[src/hw/rtl/tbe_setup.sv]
module tbe_setup #(
  parameter int CW = 12
) (
  input  logic signed [CW-1:0]   ax_i,
  input  logic signed [CW-1:0]   ay_i,
  input  logic signed [CW-1:0]   bx_i,
  input  logic signed [CW-1:0]   by_i,
  input  logic signed [CW-1:0]   cx_i,
  input  logic signed [CW-1:0]   cy_i,
  output logic        [CW-2:0]   left_o,
  output logic        [CW-2:0]   top_o,
  output logic signed [CW-1:0]   right_o,
  output logic signed [CW-1:0]   bottom_o,
  output logic                   active_o,
  output logic signed [CW:0]     e1x_o,
  output logic signed [CW:0]     e1y_o,
  output logic signed [CW:0]     e2x_o,
  output logic signed [CW:0]     e2y_o,
  output logic signed [2*CW+2:0] det_o
);

  logic signed [CW-1:0]   min_x, max_x, min_y, max_y;
  logic signed [CW:0]     ax_e, ay_e, bx_e, by_e, cx_e, cy_e;
  logic signed [CW:0]     acx, bcx;
  logic signed [2*CW+1:0] prod_0, prod_1;

  always_comb begin
    min_x = ax_i;
    if (bx_i < min_x) min_x = bx_i;
    if (cx_i < min_x) min_x = cx_i;
    max_x = ax_i;
    if (bx_i > max_x) max_x = bx_i;
    if (cx_i > max_x) max_x = cx_i;
    min_y = ay_i;
    if (by_i < min_y) min_y = by_i;
    if (cy_i < min_y) min_y = cy_i;
    max_y = ay_i;
    if (by_i > max_y) max_y = by_i;
    if (cy_i > max_y) max_y = cy_i;
  end

  // The low corner is raised to zero, so it fits one bit narrower.
  assign left_o   = min_x[CW-1] ? '0 : min_x[CW-2:0];
  assign top_o    = min_y[CW-1] ? '0 : min_y[CW-2:0];
  assign right_o  = max_x;
  assign bottom_o = max_y;
  assign active_o = ($signed({1'b0, left_o}) <= max_x) && ($signed({1'b0, top_o}) <= max_y);

  assign ax_e = {ax_i[CW-1], ax_i};
  assign ay_e = {ay_i[CW-1], ay_i};
  assign bx_e = {bx_i[CW-1], bx_i};
  assign by_e = {by_i[CW-1], by_i};
  assign cx_e = {cx_i[CW-1], cx_i};
  assign cy_e = {cy_i[CW-1], cy_i};

  assign e1x_o = by_e - cy_e;
  assign e1y_o = cx_e - bx_e;
  assign e2x_o = cy_e - ay_e;
  assign e2y_o = ax_e - cx_e;
  assign acx   = ax_e - cx_e;
  assign bcx   = bx_e - cx_e;

  assign prod_0 = acx * e1x_o;
  assign prod_1 = bcx * (ay_e - cy_e);
  assign det_o  = (2*CW+3)'(prod_0) - (2*CW+3)'(prod_1);

endmodule

[config.mk]
export PLATFORM = sky130hd
export DESIGN_NAME = tbe_setup
export DESIGN_NICKNAME = d
export VERILOG_FILES = /design/src/hw/rtl/tbe_setup.sv
export SDC_FILE = /design/constraint.sdc
export NUM_CORES = 1
export LEC_CHECK = 0
export ABC_AREA = 1
export BUFFER_PORTS_ARGS = -buffer_cell sky130_fd_sc_hd__buf_2
export CAP_MARGIN = 5
export CORE_ASPECT_RATIO = 0.8
export CORE_MARGIN = 5
export CORE_UTILIZATION = 45
export DETAILED_ROUTE_END_ITERATION = 8
export GPL_TIMING_DRIVEN = 1
export PLACE_DENSITY_LB_ADDON = 0.08
export SLEW_MARGIN = 20
export SYNTH_ARGS = -nofsm -noshare
export SYNTH_HDL_FRONTEND = slang
export SYNTH_SLANG_ARGS = --single-unit
[constraint.sdc]
create_clock -name vclk -period 27.4
set_clock_uncertainty 0.05 [all_clocks]
set_input_delay 2.74 -clock vclk [all_inputs]
set_output_delay 2.74 -clock vclk [all_outputs]
set_load 0.03 [all_outputs]
======== Word level (Yosys, flattened, before mapping) ========
Cells that the tools add are included.
word-level totals
  memories ................................ 0
  output and inout port bits .............. 126
  latch bits .............................. 0
  bits in registers ....................... 0
  bits in writable memories ............... 0
  ROM bits ................................ 0
  word-level logic and storage cells ...... 30
cells by class
  equality and inequality tests ........... 0
  muxes and demuxes ....................... 10
  $add $sub $neg .......................... 7
  magnitude comparators ................... 10
  reductions and logical operators ........ 1
  multiply operators ...................... 2
  divide/modulo/power cells ............... 0
  shift operators ......................... 0
  bitwise operators ....................... 0
operators with widths
  kind                                            number
  12-bit two-way mux                              8
  12-bit by 12-bit subtractor with 13-bit output  6
  13-bit by 13-bit multiplier with 26-bit output  2
  12-bit > comparator                             4
  12-bit < comparator                             4
  26-bit by 26-bit subtractor with 27-bit output  1
  12-bit <= comparator                            2
  11-bit two-way mux                              2
  1-bit logical AND                               1

======== Depth between registers and ports, before layout ========
  depth after elaboration ................. 7
  mapped depth ............................ 43
  gate-level depth less buffers ........... 43

======== Worst setup path before layout ========
OpenSTA, ideal clock, no wires.
  path type ............................... in2out
  from .................................... in bx_i[0]
  to ...................................... out det_o[26]
  data arrival time ....................... 10.876 ns
  path buffers ............................ 1
  required time ........................... 24.610 ns
  slack ................................... 13.734 ns
  stages .................................. 34
  cell sequence ........................... inv_1 ha_1 fa_1 o31ai_2 nand2_1 o2111ai_1 xor2_1 inv_1 buf_2 nor2_1 inv_1 fa_1 inv_1 fa_1 inv_1 fa_1 fa_1 fa_1 fa_1 inv_1 fa_1 inv_1 ha_1 nand2_1 nor2_1 inv_1 nor3_1 a21oi_1 o21bai_1 nand3_1 nand2_1 nand3_1 nand2_1 xor2_1
on the way
  cells in the longest elaborated chain, start to end .. 3
ends and longest elaborated chain
  element                                         RTL line  RTL
  start: declaration                              6         input logic signed [CW-1:0] bx_i,
  12-bit by 12-bit subtractor with 13-bit output  61        assign bcx = bx_e - cx_e;
  13-bit by 13-bit multiplier with 26-bit output  64        assign prod_1 = bcx * (ay_e - cy_e);
  26-bit by 26-bit subtractor with 27-bit output  65        assign det_o = (2*CW+3)'(prod_0) - (2*CW+3)'(prod_1);
  end: declaration                                19        output logic signed [2*CW+2:0] det_o
Every way passes these cells.

======== Worst setup path after layout ========
Ends and elaborated chain as after synthesis.

==> flow_summary.yaml <==
status:
  status: "completed"
layout:
  drive_gt1_share_pct: 10.72
  final_nets: 3551
  area_growth_pct: 7.810
  regArea_sq_um: 0
  fill_cells: 4514
  antenna_cells: 0
  nClkBuffers: 0
  multiInputGateArea_sq_um: 17420
  stdcell_area_sq_um: 21850
  seq_cells: 0
timing:
  setup_viol: 0
  setup_tns_ns: 0
  hold_violations: 0
  maxSlewHeadroom_pct: 22.95
  layout_setup_ws_ns: 12.52
  grt_setup_unrepaired: "no"
  min_period_ns: 14.88
  max_freq_mhz: 67.21
  maxSlewViolCount: 0
  worst_hold_slack_ns: 5.886
  period_share_pct: 54.30
  tightest_slew_ns: 1.152
min_path:
  min_from: "cx_i[4]"
  hold_path_class: "in2out"
  hold_path_depth: 4
  min_to: "right_o[4]"
grt:
  grt_start_max_net_pins: 25
  grt_pass1_vias: 17900
  grt_overflow: 0
  grt_pass1_wl_microns: 99080
  grt_usage_pct: 25.56
  antenna_found_initial: 0
logic_synthesis:
  synth_warnings: 0
  syn_inst: 2644
  synth_cell_types: 52
  ys_seq_area_share_pct: 0
  avgSynthCellArea_sq_um: 7.665
  syn-num-nets: 3394
  synth_area_sq_um: 20270
detailed_routing:
  drt_iter0_markers: 1044
  vias: 17220
  drc: 0
  wl_microns: 61850
  wire_per_inst_microns: 18.18
  ant_nets: 0
  viasPerCell: 5.060
  drt_first_pass_iters: 6
die:
  die_h_microns: 199.8
  pin_count: 198
  die_w_microns: 247.3
  core_area_sq_um: 44460
  start_util_pct: 45.58
  dieArea_sq_um: 49410
  row_count: 69
clock_network:
  cts_resized: 0
  cts_post_setup_buffers_inserted: 0
  postCtsHoldBufs: 0
setup_path:
  cp-start-kind: "input pin"
  arrival_ns: 12.09
  endpoint_kind: "primary output"
  crit_path_max_fanout: 13
  cp_slowest_stage_delay_ns: 0.93
  worstSetupPathType: "in2out"
  required_ns: 24.61
  cp_slowest_cell: "nor2_1"
placement:
  dp_slack_ns: 12.62
  dp_hpwl_microns: 55730
  io_buffers: 198
  place_area_sq_um: 21840
  gp_congestion: 0.9645
flow_run:
  maxCapViolations: 0
[critical path, delay by kind of cell]
family,cells,cell delay (ns)
adders and majority gates,10,4.63
and+or+nand+nor,9,1.82
AOI/OAI and AO/OA,4,1.16
xor gates and xnor gates,2,0.43
buffers and inverters,10,1.29
[cells in the mapped netlist, drive strengths merged, types with 2 or more instances]
master   instances  area share, %
a21o            11           0.41
nor4             3          0.093
nand4           16           0.57
a221oi           6           0.26
a22oi            2           0.12
o2111ai          2          0.086
nor3             7           0.17
or2             21           0.65
nor2           240            4.8
fa             395             39
a31oi            6           0.19
o221ai           4           0.17
inv            673             12
xor2            56            2.5
nand2          483            9.2
o21bai           8           0.30
xnor2           25            1.1
clkinv          12           0.22
o31ai            3           0.16
ha             283             17
a211oi           3           0.11
buf             26           0.80
and2             2          0.062
nand3           91            2.5
o21ai          112            2.8
a21oi          107            2.7
o21a             9           0.33
clkbuf          32           0.60
[per-layer routing]
layer / part of all wire (%) / GRT usage, % / vias up
met3: 5.9 / 2.516 / 39
met2: 46 / 42.64 / 485
met4: 1.3 / 2.835 / 0
met5: 0 / 0 / -
met1: 47 / 37.73 / 8439
li1: - / - / 8252
[how the worst max path moves through the flow]
stage                  from         to  depth (start not counted)  slack, ns
finish              bx_i[0]  det_o[26]                         35      12.52
global route        bx_i[0]  det_o[26]                         35      12.02
CTS                 bx_i[0]  det_o[26]                         35      12.60
detailed placement  bx_i[0]  det_o[26]                         35      12.62
global placement    bx_i[0]  det_o[26]                         35      12.78
floorplan           bx_i[0]  det_o[26]                         34      13.73
[final cells by class]
type / count / area share [%]
timing repair buffer: 213 / 5.051
inverter: 685 / 11.77
tap: 603 / 3.453
multi-input combinational: 1901 / 79.73
[cell usage in the layout, fill, tap and decap left out, drive strengths merged, types with 25 or more instances in the layout]
| cell | Yosys | layout |
|---|---|---|
| xor2 | 56 | 56 |
| nor2 | 240 | 240 |
| fa | 395 | 395 |
| nand2 | 483 | 483 |
| o21ai | 112 | 112 |
| buf | 26 | 213 |
| xnor2 | 25 | 25 |
| a21oi | 107 | 107 |
| ha | 283 | 283 |
| nand3 | 91 | 91 |
| inv | 673 | 673 |
[metrics by stage]
step           instances  utilization [%]
2_1_floorplan       2644                -
3_3_place_gp        3402            49.13
3_5_place_dp        3402            49.13
4_1_cts             3402            49.13
5_1_grt             3402            49.14
6_report            3402            49.14
[logic make-up after synthesis]
logic type      count (synthesis)  synth area share (%)
fa+ha+maj                     678                 56.49
compound gates                277                 7.779
simple gates                  865                 18.08
xor+xnor                       81                 3.574
buf+inv                       743                 14.08
Power is not shown: default switching activity piles up to over one toggle a cycle in this logic, so the estimate is an artifact.
