--- src/hw/rtl/tbe_cover.sv ---
module tbe_cover #(
  parameter int CW = 12
) (
  input  logic        [CW-2:0]   px_i,
  input  logic        [CW-2:0]   py_i,
  input  logic signed [CW-1:0]   cx_i,
  input  logic signed [CW-1:0]   cy_i,
  input  logic signed [CW:0]     e1x_i,
  input  logic signed [CW:0]     e1y_i,
  input  logic signed [CW:0]     e2x_i,
  input  logic signed [CW:0]     e2y_i,
  input  logic signed [2*CW+2:0] det_i,
  output logic                   inside_o
);

  localparam int PW = 2 * CW + 5;

  logic signed [CW:0]     dx, dy;
  logic signed [2*CW+1:0] m1x, m1y, m2x, m2y;
  logic signed [PW-1:0]   w1, w2, w3, det_w;
  logic                   ok1, ok2, ok3;

  assign dx = $signed({2'b00, px_i}) - $signed({cx_i[CW-1], cx_i});
  assign dy = $signed({2'b00, py_i}) - $signed({cy_i[CW-1], cy_i});

  assign m1x = e1x_i * dx;
  assign m1y = e1y_i * dy;
  assign m2x = e2x_i * dx;
  assign m2y = e2y_i * dy;

  assign w1    = PW'(m1x) + PW'(m1y);
  assign w2    = PW'(m2x) + PW'(m2y);
  assign det_w = PW'(det_i);
  assign w3    = det_w - w1 - w2;

  // Zero always passes; otherwise the sign must match the sign of det.
  assign ok1 = (w1 == '0) || (w1[PW-1] == det_w[PW-1]);
  assign ok2 = (w2 == '0) || (w2[PW-1] == det_w[PW-1]);
  assign ok3 = (w3 == '0) || (w3[PW-1] == det_w[PW-1]);

  assign inside_o = ok1 && ok2 && ok3;

endmodule

--- config.mk ---
export PLATFORM = sky130hd
export DESIGN_NAME = tbe_cover
export DESIGN_NICKNAME = d
export VERILOG_FILES = /design/src/hw/rtl/tbe_cover.sv
export SDC_FILE = /design/constraint.sdc
export NUM_CORES = 2
export LEC_CHECK = 0
export BUFFER_PORTS_ARGS = -buffer_cell sky130_fd_sc_hd__buf_2
export CAP_MARGIN = 0
export CORE_MARGIN = 2
export CORE_UTILIZATION = 50
export DETAILED_ROUTE_END_ITERATION = 8
export PLACE_DENSITY = 0.67
export SLEW_MARGIN = 40
export SYNTH_ARGS = -nofsm -noshare
export SYNTH_HDL_FRONTEND = slang
export SYNTH_SLANG_ARGS = --single-unit
--- constraint.sdc ---
create_clock -name vclk -period 52
set_input_delay 10.4 -clock vclk [all_inputs]
set_output_delay 10.4 -clock vclk [all_outputs]
set_load 0.05 [all_outputs]
Yosys cells after proc, flatten, opt, wreduce, memory -nomap -nowiden

Cells that the tools add are included.

Input bits: 125
Bits in registers: 0
Output and inout bits: 1
Word-level logic and storage cells: 21

Eq/ne operators: 3
$add $sub $neg: 6
Reduce and logical (&&, ||, !) cells: 8
$mul: 4

Operator list:

| cell                                           | number |
|---|---|
| 13-bit by 13-bit multiplier with 26-bit output | 4 |
| 29-bit logical NOT                             | 3 |
| 26-bit by 26-bit adder with 27-bit output      | 2 |
| 28-bit by 27-bit subtractor with 29-bit output | 1 |
| 27-bit by 27-bit subtractor with 28-bit output | 1 |
| 12-bit by 12-bit subtractor with 13-bit output | 2 |
| 1-bit equality test                            | 3 |
| 1-bit logical OR                               | 3 |
| 1-bit logical AND                              | 2 |

Logic depth before layout (Yosys ltp)

Word-level depth: 8
Depth in mapped cells: 49
Mapped depth without buffers: 47

Least setup slack after synthesis

No wires, ideal clock.

Path kind: in2out
Start point: in cx_i[1]
End point: out inside_o
Data arrival time: 21.631 ns
Required time: 41.600 ns
Path buffers: 1
Cell stages on the path: 43
Path slack: 19.969 ns
Path through: inv_1 ha_1 nor2b_1 o21ai_0 a21boi_1 o21ai_0 a21boi_0 o21ai_0 a21boi_1 o21a_1 o41ai_2 buf_2 mux2_2 fa_1 fa_1 fa_1 fa_1 fa_1 [... 7 more ...] o22ai_1 or4_1 a31oi_2 o2bb2ai_1 xnor2_1 inv_1 fa_1 ha_1 nor3b_1 nor2b_1 a2111oi_0 nand4_1 nor4_1 nand4_1 nor4_1 nand4_1 o31a_1 o31ai_2

Longest elaborated chain between the ends: 8
Elaborated cells on any way between the ends: 18
Those cells by class: 5 x add/sub; 2 x mul; 3 x eq/ne; 8 x reduce/logical

RTL lines:

| what                                                             | RTL line | source |
|---|---|---|
| start, declared                                                  | 6        | `input logic signed [CW-1:0] cx_i,` |
| 12-bit by 12-bit subtractor with 13-bit output (*)               | 23       | `assign dx = $signed({2'b00, px_i}) - $signed({cx_i[CW-1], cx_i});` |
| 13-bit by 13-bit multiplier with 26-bit output                   | 26       | `assign m1x = e1x_i * dx;` |
| 26-bit by 26-bit adder with 27-bit output                        | 31       | `assign w1 = PW'(m1x) + PW'(m1y);` |
| 27-bit by 27-bit subtractor with 28-bit output                   | 34       | `assign w3 = det_w - w1 - w2;` |
| 28-bit by 27-bit subtractor with 29-bit output                   | 34       |  |
| 29-bit logical NOT / 1-bit equality test (equally long branches) | 39       | `assign ok3 = (w3 == '0) \|\| (w3[PW-1] == det_w[PW-1]);` |
| 1-bit logical OR                                                 | 39       |  |
| 1-bit logical AND (*)                                            | 41       | `assign inside_o = ok1 && ok2 && ok3;` |
| end, declared                                                    | 13       | `output logic inside_o` |

Mark *: on every way between the ends. The rest lies on a longest branch, timed or not.

Final worst setup path

Start point: in py_i[0]
End point: out inside_o

Longest elaborated chain between the ends: 8
Elaborated cells on any way between the ends: 18
Those cells by class: 5 x add/sub; 2 x mul; 3 x eq/ne; 8 x reduce/logical

RTL lines:

| what                                                             | RTL line | source |
|---|---|---|
| start, declared                                                  | 5        | `input logic [CW-2:0] py_i,` |
| 12-bit by 12-bit subtractor with 13-bit output (*)               | 24       | `assign dy = $signed({2'b00, py_i}) - $signed({cy_i[CW-1], cy_i});` |
| 13-bit by 13-bit multiplier with 26-bit output                   | 27       | `assign m1y = e1y_i * dy;` |
| 26-bit by 26-bit adder with 27-bit output                        | 31       |  |
| 27-bit by 27-bit subtractor with 28-bit output                   | 34       |  |
| 28-bit by 27-bit subtractor with 29-bit output                   | 34       |  |
| 29-bit logical NOT / 1-bit equality test (equally long branches) | 39       |  |
| 1-bit logical OR                                                 | 39       |  |
| 1-bit logical AND (*)                                            | 41       |  |

Marks and branches as above.

==> results.yml <==
status:
  status: "completed"
clocking:
  cts_hold_buf: 0
  cts_setup_buffers: 0
  ctsResizeCount: 0
grt:
  gr-usage-met3: 0.0279
  met1_usage: 0.367
  grt_max_degree: 54
  busiest_layer: "met2"
  antenna_found_initial: 13
  grt_pass1_vias: 23900
  grt_use_met2: 0.450
  grt_usage: 0.264
  grt_pass1_wl_um: 131000
  grt-ovfl-total: 0
yosys:
  synth_xor_xnor_area_share: 0.0265
  synth_cells: 3275
  muxShareOfSynthArea: 0.00960
  synth_top_family_by_area: "adder cells"
  synth_nets: 4473
  avgSynthCellArea_um2: 9.39
  synth_area_um2: 30800
  yosysUniqueCellTypes: 69
  synthAdderAreaFrac: 0.631
  yosysSeqAreaShare: 0
  synth_simple_gate_area_share: 0.160
  synth_compound_area_frac: 0.0625
  yosysWarnings: 0
place:
  dp_hpwl_um: 69800
  gp_congestion: 0.932
  place_area_um2: 32200
  port_buffers: 126
  dp_cells: 4084
setup_path:
  crit_arrival_ns: 22.93
  critical_path_required_ns: 41.60
  critical_path.max_stage_delay_ns: 0.58
  worstSetupStartpointType: "input port"
  cpMostUsedCell: "fa_1"
  crit_path_top_delay_cell: "nand3_1"
  crit_fanout: 14
  worstSetupPathType: "in -> out"
  endpoint_kind: "output pin"
  crit_family: "adder cells"
  cp_num_buf_inv: 5
timing:
  fin_setup_tns_ns: 0
  fmax_ghz: 0.0300
  maxSlewViolCount: 0
  slew_headroom: 0.440
  grt_setup_unrepaired: "false"
  hold_viol_final: 0
  worst_pin_slew_ns: 0.840
  timing.final.setup_violations: 0
  post-route-period-util: 0.641
  fin_crit_ns: 33.33
final_layout:
  seq_cells: 0
  seq_area_um2: 0
  syn_to_final_growth_pct: 4.72
  final_area_um2: 32200
  stdcell_count: 4085
  n_clock_buffer: 0
  drive_gt1_frac: 0.0639
  fin_nets: 4502
  nFillCells: 5611
detailed_routing:
  drtAntennaViolNets: 0
  viasPerCell: 5.41
  vias: 22100
  drt_wl_total_um: 80400
  first_pass_iters: 5
  drc: 0
  drt-initial-drc-count: 1274
  avgRoutedWirePerCell_um: 19.7
die:
  io_pins: 126
  start_util: 0.508
  rows: 90
  fp.dieH_um: 252
  core-area_um2: 60600
  fp.dieArea_um2: 63500
  die_w_um: 252
job:
  cap_violations: 0
min_path:
  min_path_type: "in -> out"
## metal layers
metal  wire length [um]  part of all wire
met5                 57           0.00071
met4               2140             0.027
met3               4730             0.059
met2              39100              0.49
met1              34400              0.43
## per-stage QoR
stage | hold WS (ns) | setup slack [ns] | utilization
after floorplan | 21.11 | 19.97 | -
after global placement | 21.41 | 18.95 | 0.531
after detailed placement | 21.41 | 18.79 | 0.532
after CTS | 21.41 | 18.75 | 0.532
after global routing | 21.45 | 17.58 | 0.532
final | 21.41 | 18.67 | 0.532
## logic make-up (layout without fill, tap and decap cells)
logic type / after synthesis / after routing
fa+ha+maj: 1073 / 1073
mux: 28 / 28
xor+xnor: 93 / 93
buf+inv: 901 / 928
other cells: 0 / 1
simple gates: 900 / 900
compound gates: 280 / 280
## cell usage in the layout (no fill, tap or decap), drive strengths merged, types with 12 or more instances in the layout
cell	instances
inv	773
a211oi	12
or2	23
mux2i	16
nand2b	39
nor3	21
buf	155
xor2	27
nand2	195
o21a	22
nor2	72
o21ai	73
fa	797
and3	43
mux2	12
a21oi	55
a21boi	20
or3	23
a21o	23
and2	296
nand3	36
nor2b	108
ha	276
xnor2	66
## cell type report
type / count / area, um^2 / share of cell area
Antenna cell: 1 / 2.50 / 0.0000777
Inverter: 773 / 2900 / 0.0901
Multi-Input combinational cell: 2374 / 27500 / 0.853
Tap cell: 782 / 978 / 0.0304
Timing Repair Buffer: 155 / 856 / 0.0266
## Yosys cell counts (all sizes together) (5+ instances only)
| cell | number | area (um^2) |
|---|---|---|
| a21boi | 20 | 150 |
| o21a | 22 | 165 |
| o31ai | 5 | 42.5 |
| or3 | 23 | 144 |
| nand4 | 11 | 68.8 |
| a31oi | 9 | 62.6 |
| xnor2 | 66 | 578 |
| nand2b | 39 | 244 |
| o21bai | 8 | 60.1 |
| and2 | 296 | 1850 |
| buf | 5 | 22.5 |
| a2111oi | 6 | 91.3 |
| clkbuf | 123 | 462 |
| nor3b | 5 | 37.5 |
| ha | 276 | 3450 |
| nand2 | 195 | 732 |
| mux2 | 12 | 135 |
| and3 | 43 | 269 |
| or2 | 23 | 144 |
| fa | 797 | 16000 |
| nor4 | 8 | 50.1 |
| or4 | 6 | 45.0 |
| a21oi | 55 | 275 |
| o211ai | 9 | 67.6 |
| nor3 | 21 | 105 |
| nand3 | 36 | 180 |
| nor2b | 108 | 676 |
| inv | 773 | 2900 |
| xor2 | 27 | 236 |
| mux2i | 16 | 160 |
| a21o | 23 | 173 |
| o21ai | 73 | 369 |
| a211oi | 12 | 90.1 |
| nor2 | 72 | 270 |
## worst paths after layout
kind	startpoint	to	slack (ns)	cells past startpoint
setup / recovery	py_i[0]	inside_o	18.67	45
hold / removal	det_i[26]	inside_o	21.41	5
Power is left out: the tool's default activity adds up to more than one toggle a clock period on the data nets, which glitch-free logic cannot reach.
